<file path="src/rtl/core/smpq_pkg.sv">
// Shared types and constants for the sorted minimum priority queue.
// No dependencies; compile first.
package smpq_pkg;

    localparam int unsigned DEF_CAPACITY = 16;
    localparam int unsigned DATA_W       = 32;
    localparam int unsigned COUNT_W      = 5;

    typedef enum logic
    {
        OP_INSERT = 1'b0,
        OP_REMOVE = 1'b1
    } op_t;

    typedef enum logic [1:0]
    {
        STATUS_DONE  = 2'd0,
        STATUS_FULL  = 2'd1,
        STATUS_EMPTY = 2'd2
    } status_t;

    typedef struct packed
    {
        op_t                      op;
        logic signed [DATA_W-1:0] value;
    } smpq_req_t;

    typedef struct packed
    {
        status_t                  status;
        logic signed [DATA_W-1:0] removed_value;
        logic [COUNT_W-1:0]       count;
        logic signed [DATA_W-1:0] smallest;
        logic                     smallest_valid;
    } smpq_rsp_t;

    typedef enum logic [2:0]
    {
        ST_IDLE,
        ST_INS_SCAN,
        ST_INS_PUT,
        ST_REM_LOAD,
        ST_EMIT
    } smpq_state_t;

endpackage

</file>
<file path="src/rtl/core/smpq_if.sv">
// Valid/ready channel interfaces for request and result transfers.
// Depends on smpq_pkg.
interface smpq_req_if import smpq_pkg::*; ();
    logic      valid;
    logic      ready;
    smpq_req_t data;

    modport source (output valid, output data, input ready);
    modport sink (input valid, input data, output ready);
endinterface

interface smpq_rsp_if import smpq_pkg::*; ();
    logic      valid;
    logic      ready;
    smpq_rsp_t data;

    modport source (output valid, output data, input ready);
    modport sink (input valid, input data, output ready);
endinterface

</file>
<file path="src/rtl/core/sorted_min_priority_queue.sv">
// Sorted minimum priority queue: top level, control and entry memory.
// Depends on smpq_pkg and the channel interfaces in smpq_if.
//
// Holds up to CAPACITY signed 32-bit entries in ascending order in one
// synchronous memory used as a circular buffer, plus a cached minimum.
// A request is taken only while the block is idle; each request gives one
// result. A remove that leaves entries behind passes through a load state
// to fetch the new minimum. An insert into a non-empty queue scans down
// from the tail; each held entry larger than the new value moves up one
// place a cycle through the memory's single read and single write port.
// A full insert or an empty remove goes straight to the result. The result
// sits in an output register, so the next request is taken while it waits.
// The memory needs no clearing after reset.
module sorted_min_priority_queue import smpq_pkg::*;
#(
    parameter int unsigned CAPACITY = DEF_CAPACITY
)
(
    input logic        clk,
    input logic        rst_n,
    smpq_req_if.sink   req,
    smpq_rsp_if.source rsp
);

    localparam int unsigned PTR_W = $clog2(CAPACITY);
    localparam int unsigned CNT_W = $clog2(CAPACITY + 1);

    function automatic logic [PTR_W-1:0] phys(input logic [PTR_W-1:0] base,
                                              input logic [PTR_W-1:0] off);
        logic [PTR_W:0] sum;
        sum = {1'b0, base} + {1'b0, off};
        if (sum >= (PTR_W+1)'(CAPACITY))
        begin
            sum = sum - (PTR_W+1)'(CAPACITY);
        end
        return sum[PTR_W-1:0];
    endfunction

    logic signed [DATA_W-1:0] mem [CAPACITY];

    smpq_state_t              state_reg, state_next;
    logic [PTR_W-1:0]         head_reg, head_next;
    logic [CNT_W-1:0]         count_reg, count_next;
    logic [PTR_W-1:0]         pos_reg, pos_next;
    logic signed [DATA_W-1:0] min_reg, min_next;
    logic signed [DATA_W-1:0] val_reg, val_next;
    status_t                  status_reg, status_next;
    logic signed [DATA_W-1:0] removed_reg, removed_next;
    logic                     rsp_valid_reg, rsp_valid_next;
    smpq_rsp_t                rsp_data_reg, rsp_data_next;
    logic signed [DATA_W-1:0] rd_data_reg;

    logic                     mem_re;
    logic [PTR_W-1:0]         mem_raddr;
    logic                     mem_we;
    logic [PTR_W-1:0]         mem_waddr;
    logic signed [DATA_W-1:0] mem_wdata;

    logic                     req_xfer;
    logic                     rsp_free;
    logic                     q_full;
    logic                     q_empty;
    logic                     shift_up;

    assign req.ready = (state_reg == ST_IDLE);
    assign req_xfer  = req.valid && req.ready;
    assign rsp_free  = !rsp_valid_reg || rsp.ready;
    assign q_full    = (count_reg == CNT_W'(CAPACITY));
    assign q_empty   = (count_reg == '0);
    assign shift_up  = (rd_data_reg > val_reg);

    assign rsp.valid = rsp_valid_reg;
    assign rsp.data  = rsp_data_reg;

    always_comb
    begin
        state_next = state_reg;
        unique case (state_reg)
            ST_IDLE:
            begin
                if (req_xfer)
                begin
                    if (req.data.op == OP_INSERT)
                    begin
                        state_next = (q_full || q_empty) ? ST_EMIT : ST_INS_SCAN;
                    end
                    else
                    begin
                        state_next = (count_reg > CNT_W'(1)) ? ST_REM_LOAD : ST_EMIT;
                    end
                end
            end
            ST_INS_SCAN:
            begin
                if (!shift_up)
                begin
                    state_next = ST_EMIT;
                end
                else if (pos_reg == PTR_W'(1))
                begin
                    state_next = ST_INS_PUT;
                end
            end
            ST_INS_PUT:  state_next = ST_EMIT;
            ST_REM_LOAD: state_next = ST_EMIT;
            ST_EMIT:
            begin
                if (rsp_free)
                begin
                    state_next = ST_IDLE;
                end
            end
            default:     state_next = ST_IDLE;
        endcase
    end

    always_comb
    begin
        head_next      = head_reg;
        count_next     = count_reg;
        pos_next       = pos_reg;
        min_next       = min_reg;
        val_next       = val_reg;
        status_next    = status_reg;
        removed_next   = removed_reg;
        rsp_valid_next = rsp_valid_reg && !rsp.ready;
        rsp_data_next  = rsp_data_reg;
        mem_re         = 1'b0;
        mem_raddr      = '0;
        mem_we         = 1'b0;
        mem_waddr      = '0;
        mem_wdata      = val_reg;

        unique case (state_reg)
            ST_IDLE:
            begin
                if (req_xfer)
                begin
                    status_next  = STATUS_DONE;
                    removed_next = '0;
                    if (req.data.op == OP_INSERT)
                    begin
                        val_next = req.data.value;
                        if (q_full)
                        begin
                            status_next = STATUS_FULL;
                        end
                        else if (q_empty)
                        begin
                            mem_we     = 1'b1;
                            mem_waddr  = head_reg;
                            mem_wdata  = req.data.value;
                            min_next   = req.data.value;
                            count_next = CNT_W'(1);
                        end
                        else
                        begin
                            pos_next  = PTR_W'(count_reg);
                            mem_re    = 1'b1;
                            mem_raddr = phys(head_reg, PTR_W'(count_reg - CNT_W'(1)));
                        end
                    end
                    else
                    begin
                        if (q_empty)
                        begin
                            status_next = STATUS_EMPTY;
                        end
                        else
                        begin
                            removed_next = min_reg;
                            head_next    = phys(head_reg, PTR_W'(1));
                            count_next   = count_reg - CNT_W'(1);
                            mem_re       = 1'b1;
                            mem_raddr    = phys(head_reg, PTR_W'(1));
                        end
                    end
                end
            end
            ST_INS_SCAN:
            begin
                // move a larger entry up one place, or drop the new value in its slot
                mem_we    = 1'b1;
                mem_waddr = phys(head_reg, pos_reg);
                if (shift_up)
                begin
                    mem_wdata = rd_data_reg;
                    pos_next  = pos_reg - PTR_W'(1);
                    if (pos_reg != PTR_W'(1))
                    begin
                        mem_re    = 1'b1;
                        mem_raddr = phys(head_reg, pos_reg - PTR_W'(2));
                    end
                end
                else
                begin
                    mem_wdata  = val_reg;
                    count_next = count_reg + CNT_W'(1);
                end
            end
            ST_INS_PUT:
            begin
                mem_we     = 1'b1;
                mem_waddr  = head_reg;
                mem_wdata  = val_reg;
                min_next   = val_reg;
                count_next = count_reg + CNT_W'(1);
            end
            ST_REM_LOAD:
            begin
                min_next = rd_data_reg;
            end
            ST_EMIT:
            begin
                if (rsp_free)
                begin
                    rsp_valid_next               = 1'b1;
                    rsp_data_next.status         = status_reg;
                    rsp_data_next.removed_value  = removed_reg;
                    rsp_data_next.count          = COUNT_W'(count_reg);
                    rsp_data_next.smallest       = q_empty ? '0 : min_reg;
                    rsp_data_next.smallest_valid = !q_empty;
                end
            end
            default:
            begin
                rsp_valid_next = 1'b0;
            end
        endcase
    end

    always_ff @(posedge clk or negedge rst_n)
    begin
        if (!rst_n)
        begin
            state_reg     <= ST_IDLE;
            head_reg      <= '0;
            count_reg     <= '0;
            rsp_valid_reg <= 1'b0;
        end
        else
        begin
            state_reg     <= state_next;
            head_reg      <= head_next;
            count_reg     <= count_next;
            rsp_valid_reg <= rsp_valid_next;
        end
    end

    always_ff @(posedge clk)
    begin
        pos_reg      <= pos_next;
        min_reg      <= min_next;
        val_reg      <= val_next;
        status_reg   <= status_next;
        removed_reg  <= removed_next;
        rsp_data_reg <= rsp_data_next;
    end

    always_ff @(posedge clk)
    begin
        if (mem_we)
        begin
            mem[mem_waddr] <= mem_wdata;
        end
        if (mem_re)
        begin
            rd_data_reg <= mem[mem_raddr];
        end
    end

`ifndef SYNTHESIS
    a_count_bound: assert property (@(posedge clk) disable iff (!rst_n)
        count_reg <= CNT_W'(CAPACITY))
        else $error("entry count above capacity");

    a_xfer_starts_work: assert property (@(posedge clk) disable iff (!rst_n)
        req_xfer |=> state_reg != ST_IDLE)
        else $error("accepted request left the block idle");

    a_scan_pos: assert property (@(posedge clk) disable iff (!rst_n)
        state_reg == ST_INS_SCAN |-> pos_reg != '0)
        else $error("insert scan below the head entry");

    a_emit_holds: assert property (@(posedge clk) disable iff (!rst_n)
        (state_reg == ST_EMIT && rsp_valid_reg && !rsp.ready) |=> state_reg == ST_EMIT)
        else $error("result dropped while output register busy");
`endif

endmodule

</file>
<file path="src/flat_wrapper.sv">
// flat-port wrapper written by rule: the top's interface ports become plain ports
module sorted_min_priority_queue_flat import smpq_pkg::*;
#(
    parameter int unsigned CAPACITY = DEF_CAPACITY
)
  (clk, rst_n, req_valid, req_data, req_ready, rsp_valid, rsp_data, rsp_ready);
  smpq_req_if req_i ();
  smpq_rsp_if rsp_i ();
  input logic clk;
  input logic rst_n;
  input wire logic [$bits(req_i.valid)-1:0] req_valid;
  input wire logic [$bits(req_i.data)-1:0] req_data;
  output wire logic [$bits(req_i.ready)-1:0] req_ready;
  output wire logic [$bits(rsp_i.valid)-1:0] rsp_valid;
  output wire logic [$bits(rsp_i.data)-1:0] rsp_data;
  input wire logic [$bits(rsp_i.ready)-1:0] rsp_ready;
  assign req_i.valid = req_valid;
  assign req_i.data = req_data;
  assign req_ready = req_i.ready;
  assign rsp_valid = rsp_i.valid;
  assign rsp_data = rsp_i.data;
  assign rsp_i.ready = rsp_ready;
  sorted_min_priority_queue #(.CAPACITY(CAPACITY)) u_core (.clk(clk), .rst_n(rst_n), .req(req_i), .rsp(rsp_i));
endmodule
</file>
<file path="config.mk">
export PLATFORM = sky130hd
export DESIGN_NAME = sorted_min_priority_queue_flat
export DESIGN_NICKNAME = d
export VERILOG_FILES = /design/src/rtl/core/smpq_pkg.sv /design/src/rtl/core/smpq_if.sv /design/src/rtl/core/sorted_min_priority_queue.sv /design/src/flat_wrapper.sv
export SDC_FILE = /design/constraint.sdc
export NUM_CORES = 1
export LEC_CHECK = 0
export ABC_AREA = 1
export BUFFER_PORTS_ARGS = -buffer_cell sky130_fd_sc_hd__buf_4
export CAP_MARGIN = 20
export CORE_ASPECT_RATIO = 1.4
export CORE_MARGIN = 5
export CORE_UTILIZATION = 25
export DETAILED_ROUTE_END_ITERATION = 8
export PLACE_DENSITY = 0.36
export REMOVE_ABC_BUFFERS = 1
export SLEW_MARGIN = 40
export SYNTH_ARGS = -nofsm -noshare
export SYNTH_HDL_FRONTEND = slang
export SYNTH_SLANG_ARGS = --single-unit
</file>
<file path="constraint.sdc">
create_clock -name clk -period 12 [get_ports clk]
set_clock_uncertainty 0.2 [all_clocks]
set_input_delay 0 -clock clk [delete_from_list [all_inputs] [get_ports clk]]
set_output_delay 0 -clock clk [all_outputs]
set_load 0.02 [all_outputs]
</file>
==> flow_summary.yaml <==
outcome:
  status: "finished clean"
grt:
  antenna_found_initial: 3
  grt_pass1_vias: 22700
  grt-ovfl-total: 0
  gr-usage-all-layers_pct: 16.8
  grt_max_degree: 137
  grt_pass1_wl_mm: 169
clocking:
  cts_max_path_buffers: 3
  clock-sinks: 731
  cts_buffers: 83
  worstSkewPairLatency_ns: 0.70
  cts.htree.levels: 3
  path_clk_slew_ns: 0.06
  cts_tree: "done"
  cts_resized: 0
  clock_tree.root_cell: "clkbuf_16"
sta:
  hold_viol: 0
  whs_ns: 0.0616
  max_slew_margin_pct: 41.2
  fin_crit_ns: 5.67
  rsz0062_at_grt: "no"
  fmax_mhz: 177
  tightest_slew_ns: 0.882
  slew_viol_final: 0
  setup_violations: 0
  finalCritPeriodShare_pct: 47.2
final_layout:
  drive_above_1_share_pct: 11.2
  largest_reg_flops: 512
  max_flop_register: "u_core.mem"
  syn_to_final_growth_pct: 19.7
  finalNetCount: 3310
power_and_ir_drop:
  peakVddDrop_mv: 0.160
  p_leak_nw: 15.5
  power_mw: 11.0
  pwr-share-seq_pct: 36.9
  intPower_mw: 6.46
  swShare_pct: 41.5
  pwr_density_cell_mw_per_mm2: 281
  p_switching_mw: 4.59
  p_clk_share_pct: 22.4
  p_comb_share_pct: 40.7
synthesis:
  synth_edf_count: 718
  syn_area_mm2: 0.0328
  synth_warnings: 0
  synth_top_area_share_pct: 65.7
  synth_area_leaders: "edfxtp_1 66%, nand3_1 8.9%, nand2_1 7.0%"
  ys_seq_area_share_pct: 66.7
  synth_top_cell_by_area: "edfxtp_1"
  synthArstFlopShare_pct: 1.78
  syn_area_per_cell_um2: 10.8
  synthCells: 3037
  synth_common_cells: "718 x edfxtp_1, 614 x nand2_1, 584 x nand3_1"
  synth-seq-cells: 731
  yosys_most_used_dff: "edfxtp_1"
  yosys.cell_count.top_type: "edfxtp_1"
  synth.distinct_cells: 45
die:
  num_io_pins: 111
  die_y_um: 439
  die_x_um: 316
  core_area_mm2: 0.131
  die-area_mm2: 0.139
  rows: 157
  initial_core_util_pct: 25.1
placed_design:
  gp_congestion: 0.767
  place_hpwl_mm: 66.2
  numPortBuffers: 110
job:
  drv_cap: 0
detailed_routing:
  drtAntennaViolNets: 0
  topRoutingLayerUsed: "met4"
  via_count: 22800
  route.detailed.drc: 0
  wl_met2_mm: 57.5
  dr_wl_met3_mm: 5.16
  vias_per_cell: 4.52
  first_pass_iters: 5
  m1WireLength_mm: 52.3
  wirelength_mm: 118
  initialDrtViolationCount: 1687
  wire_per_inst_um: 23.4
hold_path:
  min_path_cells: 4
  hold_path_class: "input port to register"
worst_setup_path:
  required_ns: 12.11
  end_kind: "register"
  cp-start-kind: "register"
  cp_max_fo: 64
  crit_type: "register to register"
  rr_worst_depth: 17
  crit_arrival_ns: 5.77
-- final timing paths --
kind	end	slack, ns	start
worst max-delay path	u_core.mem[6][14]	6.33	u_core.state_reg[2]
worst min-delay path	u_core.min_reg[31]	0.06	req_data[31]
worst max register to register	u_core.mem[6][14]	6.33	u_core.state_reg[2]
worst min register to register	u_core.rsp.data[67]	0.21	u_core.removed_reg[29]
max in group asynchronous	u_core.count_reg[4]	11.07	rst_n
min in group asynchronous	u_core.count_reg[0]	0.23	rst_n
-- worst max-delay path, cell delays in order, from the launching register on --
cell and delay (ns):
dfrtp_1 0.42, nor2_4 0.11, buf_4 0.47, inv_4 0.12, nor2_4 0.17, inv_2 0.07
nor2_4 0.41, buf_16 0.21, buf_4 0.35, nand2_2 0.08, buf_4 0.35, inv_1 0.19
nor2_1 0.11, o22ai_1 0.25, inv_1 0.10, or2_2 0.39, nor2_4 0.60, buf_4 0.58
-- kinds of logic after synthesis --
| family | count (synthesis) | share of synthesized area, % |
|---|---|---|
| and+or+nand+nor | 1358 | 18.7 |
| DFF | 731 | 66.7 |
| buffers and inverters | 633 | 7.76 |
| AOI/OAI and AO/OA | 250 | 4.48 |
| adders and majority gates | 51 | 2.01 |
| xor gates and xnor gates | 13 | 0.347 |
| muxes | 1 | 0.0343 |
-- timing repair --
action | CTS | global route
hold buffers | 70 | 1
setup endpoints to repair | 0 | 0
hold endpoints to repair | 706 | 13
buffers inserted | 0 | 0
-- cells in the final DEF, fill, tap and decap left out, drive strengths merged, types with 3 or more instances in the layout --
master and n:
nand3 584, nand2 617, dfrtp 13, ha 48
or2 3, fa 3, nand3b 56, nor3 4
bufinv 3, a21o 3, buf 200, nand4 6
diode 3, nor2 86, dlygate4sd3 70, edfxtp 718
o211ai 33, clkbuf 99, xor2 11, clkinv 48
inv 462, clkinvlp 4, o21ai 113, a22oi 35
a21oi 52
-- metrics by stage --
stage | cells | setup slack (ns) | setup TNS, ns | util, % | cell area (um^2)
after floorplan | 2867 | -1.56 | -49.72 | - | 32000
after global placement | 4798 | 6.14 | 0 | 27.4 | 35800
after detailed placement | 4814 | 6.28 | 0 | 27.5 | 36000
after CTS | 5037 | 6.24 | 0 | 30.0 | 39200
after global routing | 5041 | 5.98 | 0 | 30.1 | 39300
final | 5042 | 6.33 | 0 | 30.1 | 39300
-- per-layer routing --
metal | vias to the layer above | track usage [%]
met5 | - | 0
met1 | 11400 | 22.1
met3 | 134 | 2.61
met4 | 0 | 4.96
li1 | 10700 | -
met2 | 522 | 28.5
-- final cells by class --
class | count | area (um^2)
inverter | 463 | 1740
tap | 1749 | 2190
multi-input combinational | 1673 | 8590
antenna | 3 | 7.51
clock inverter | 54 | 418
clock buffer | 99 | 2160
fill | 13600 | 91400
sequential | 731 | 21900
timing repair buffer | 270 | 2280
-- power by group through the flow --
| stage | Sequential (mW) | Clock, mW | Combinational [mW] |
|---|---|---|---|
| finish | 4.08 | 2.47 | 4.49 |
| global route | 4.12 | 2.65 | 4.97 |
| CTS | 4.09 | 2.56 | 4.61 |
| detailed placement | 4.14 | 0 | 4.57 |
| global placement | 4.15 | 0 | 4.54 |
| floorplan | 4.15 | 0 | 2.56 |
Power figures use the tool's default switching activity.
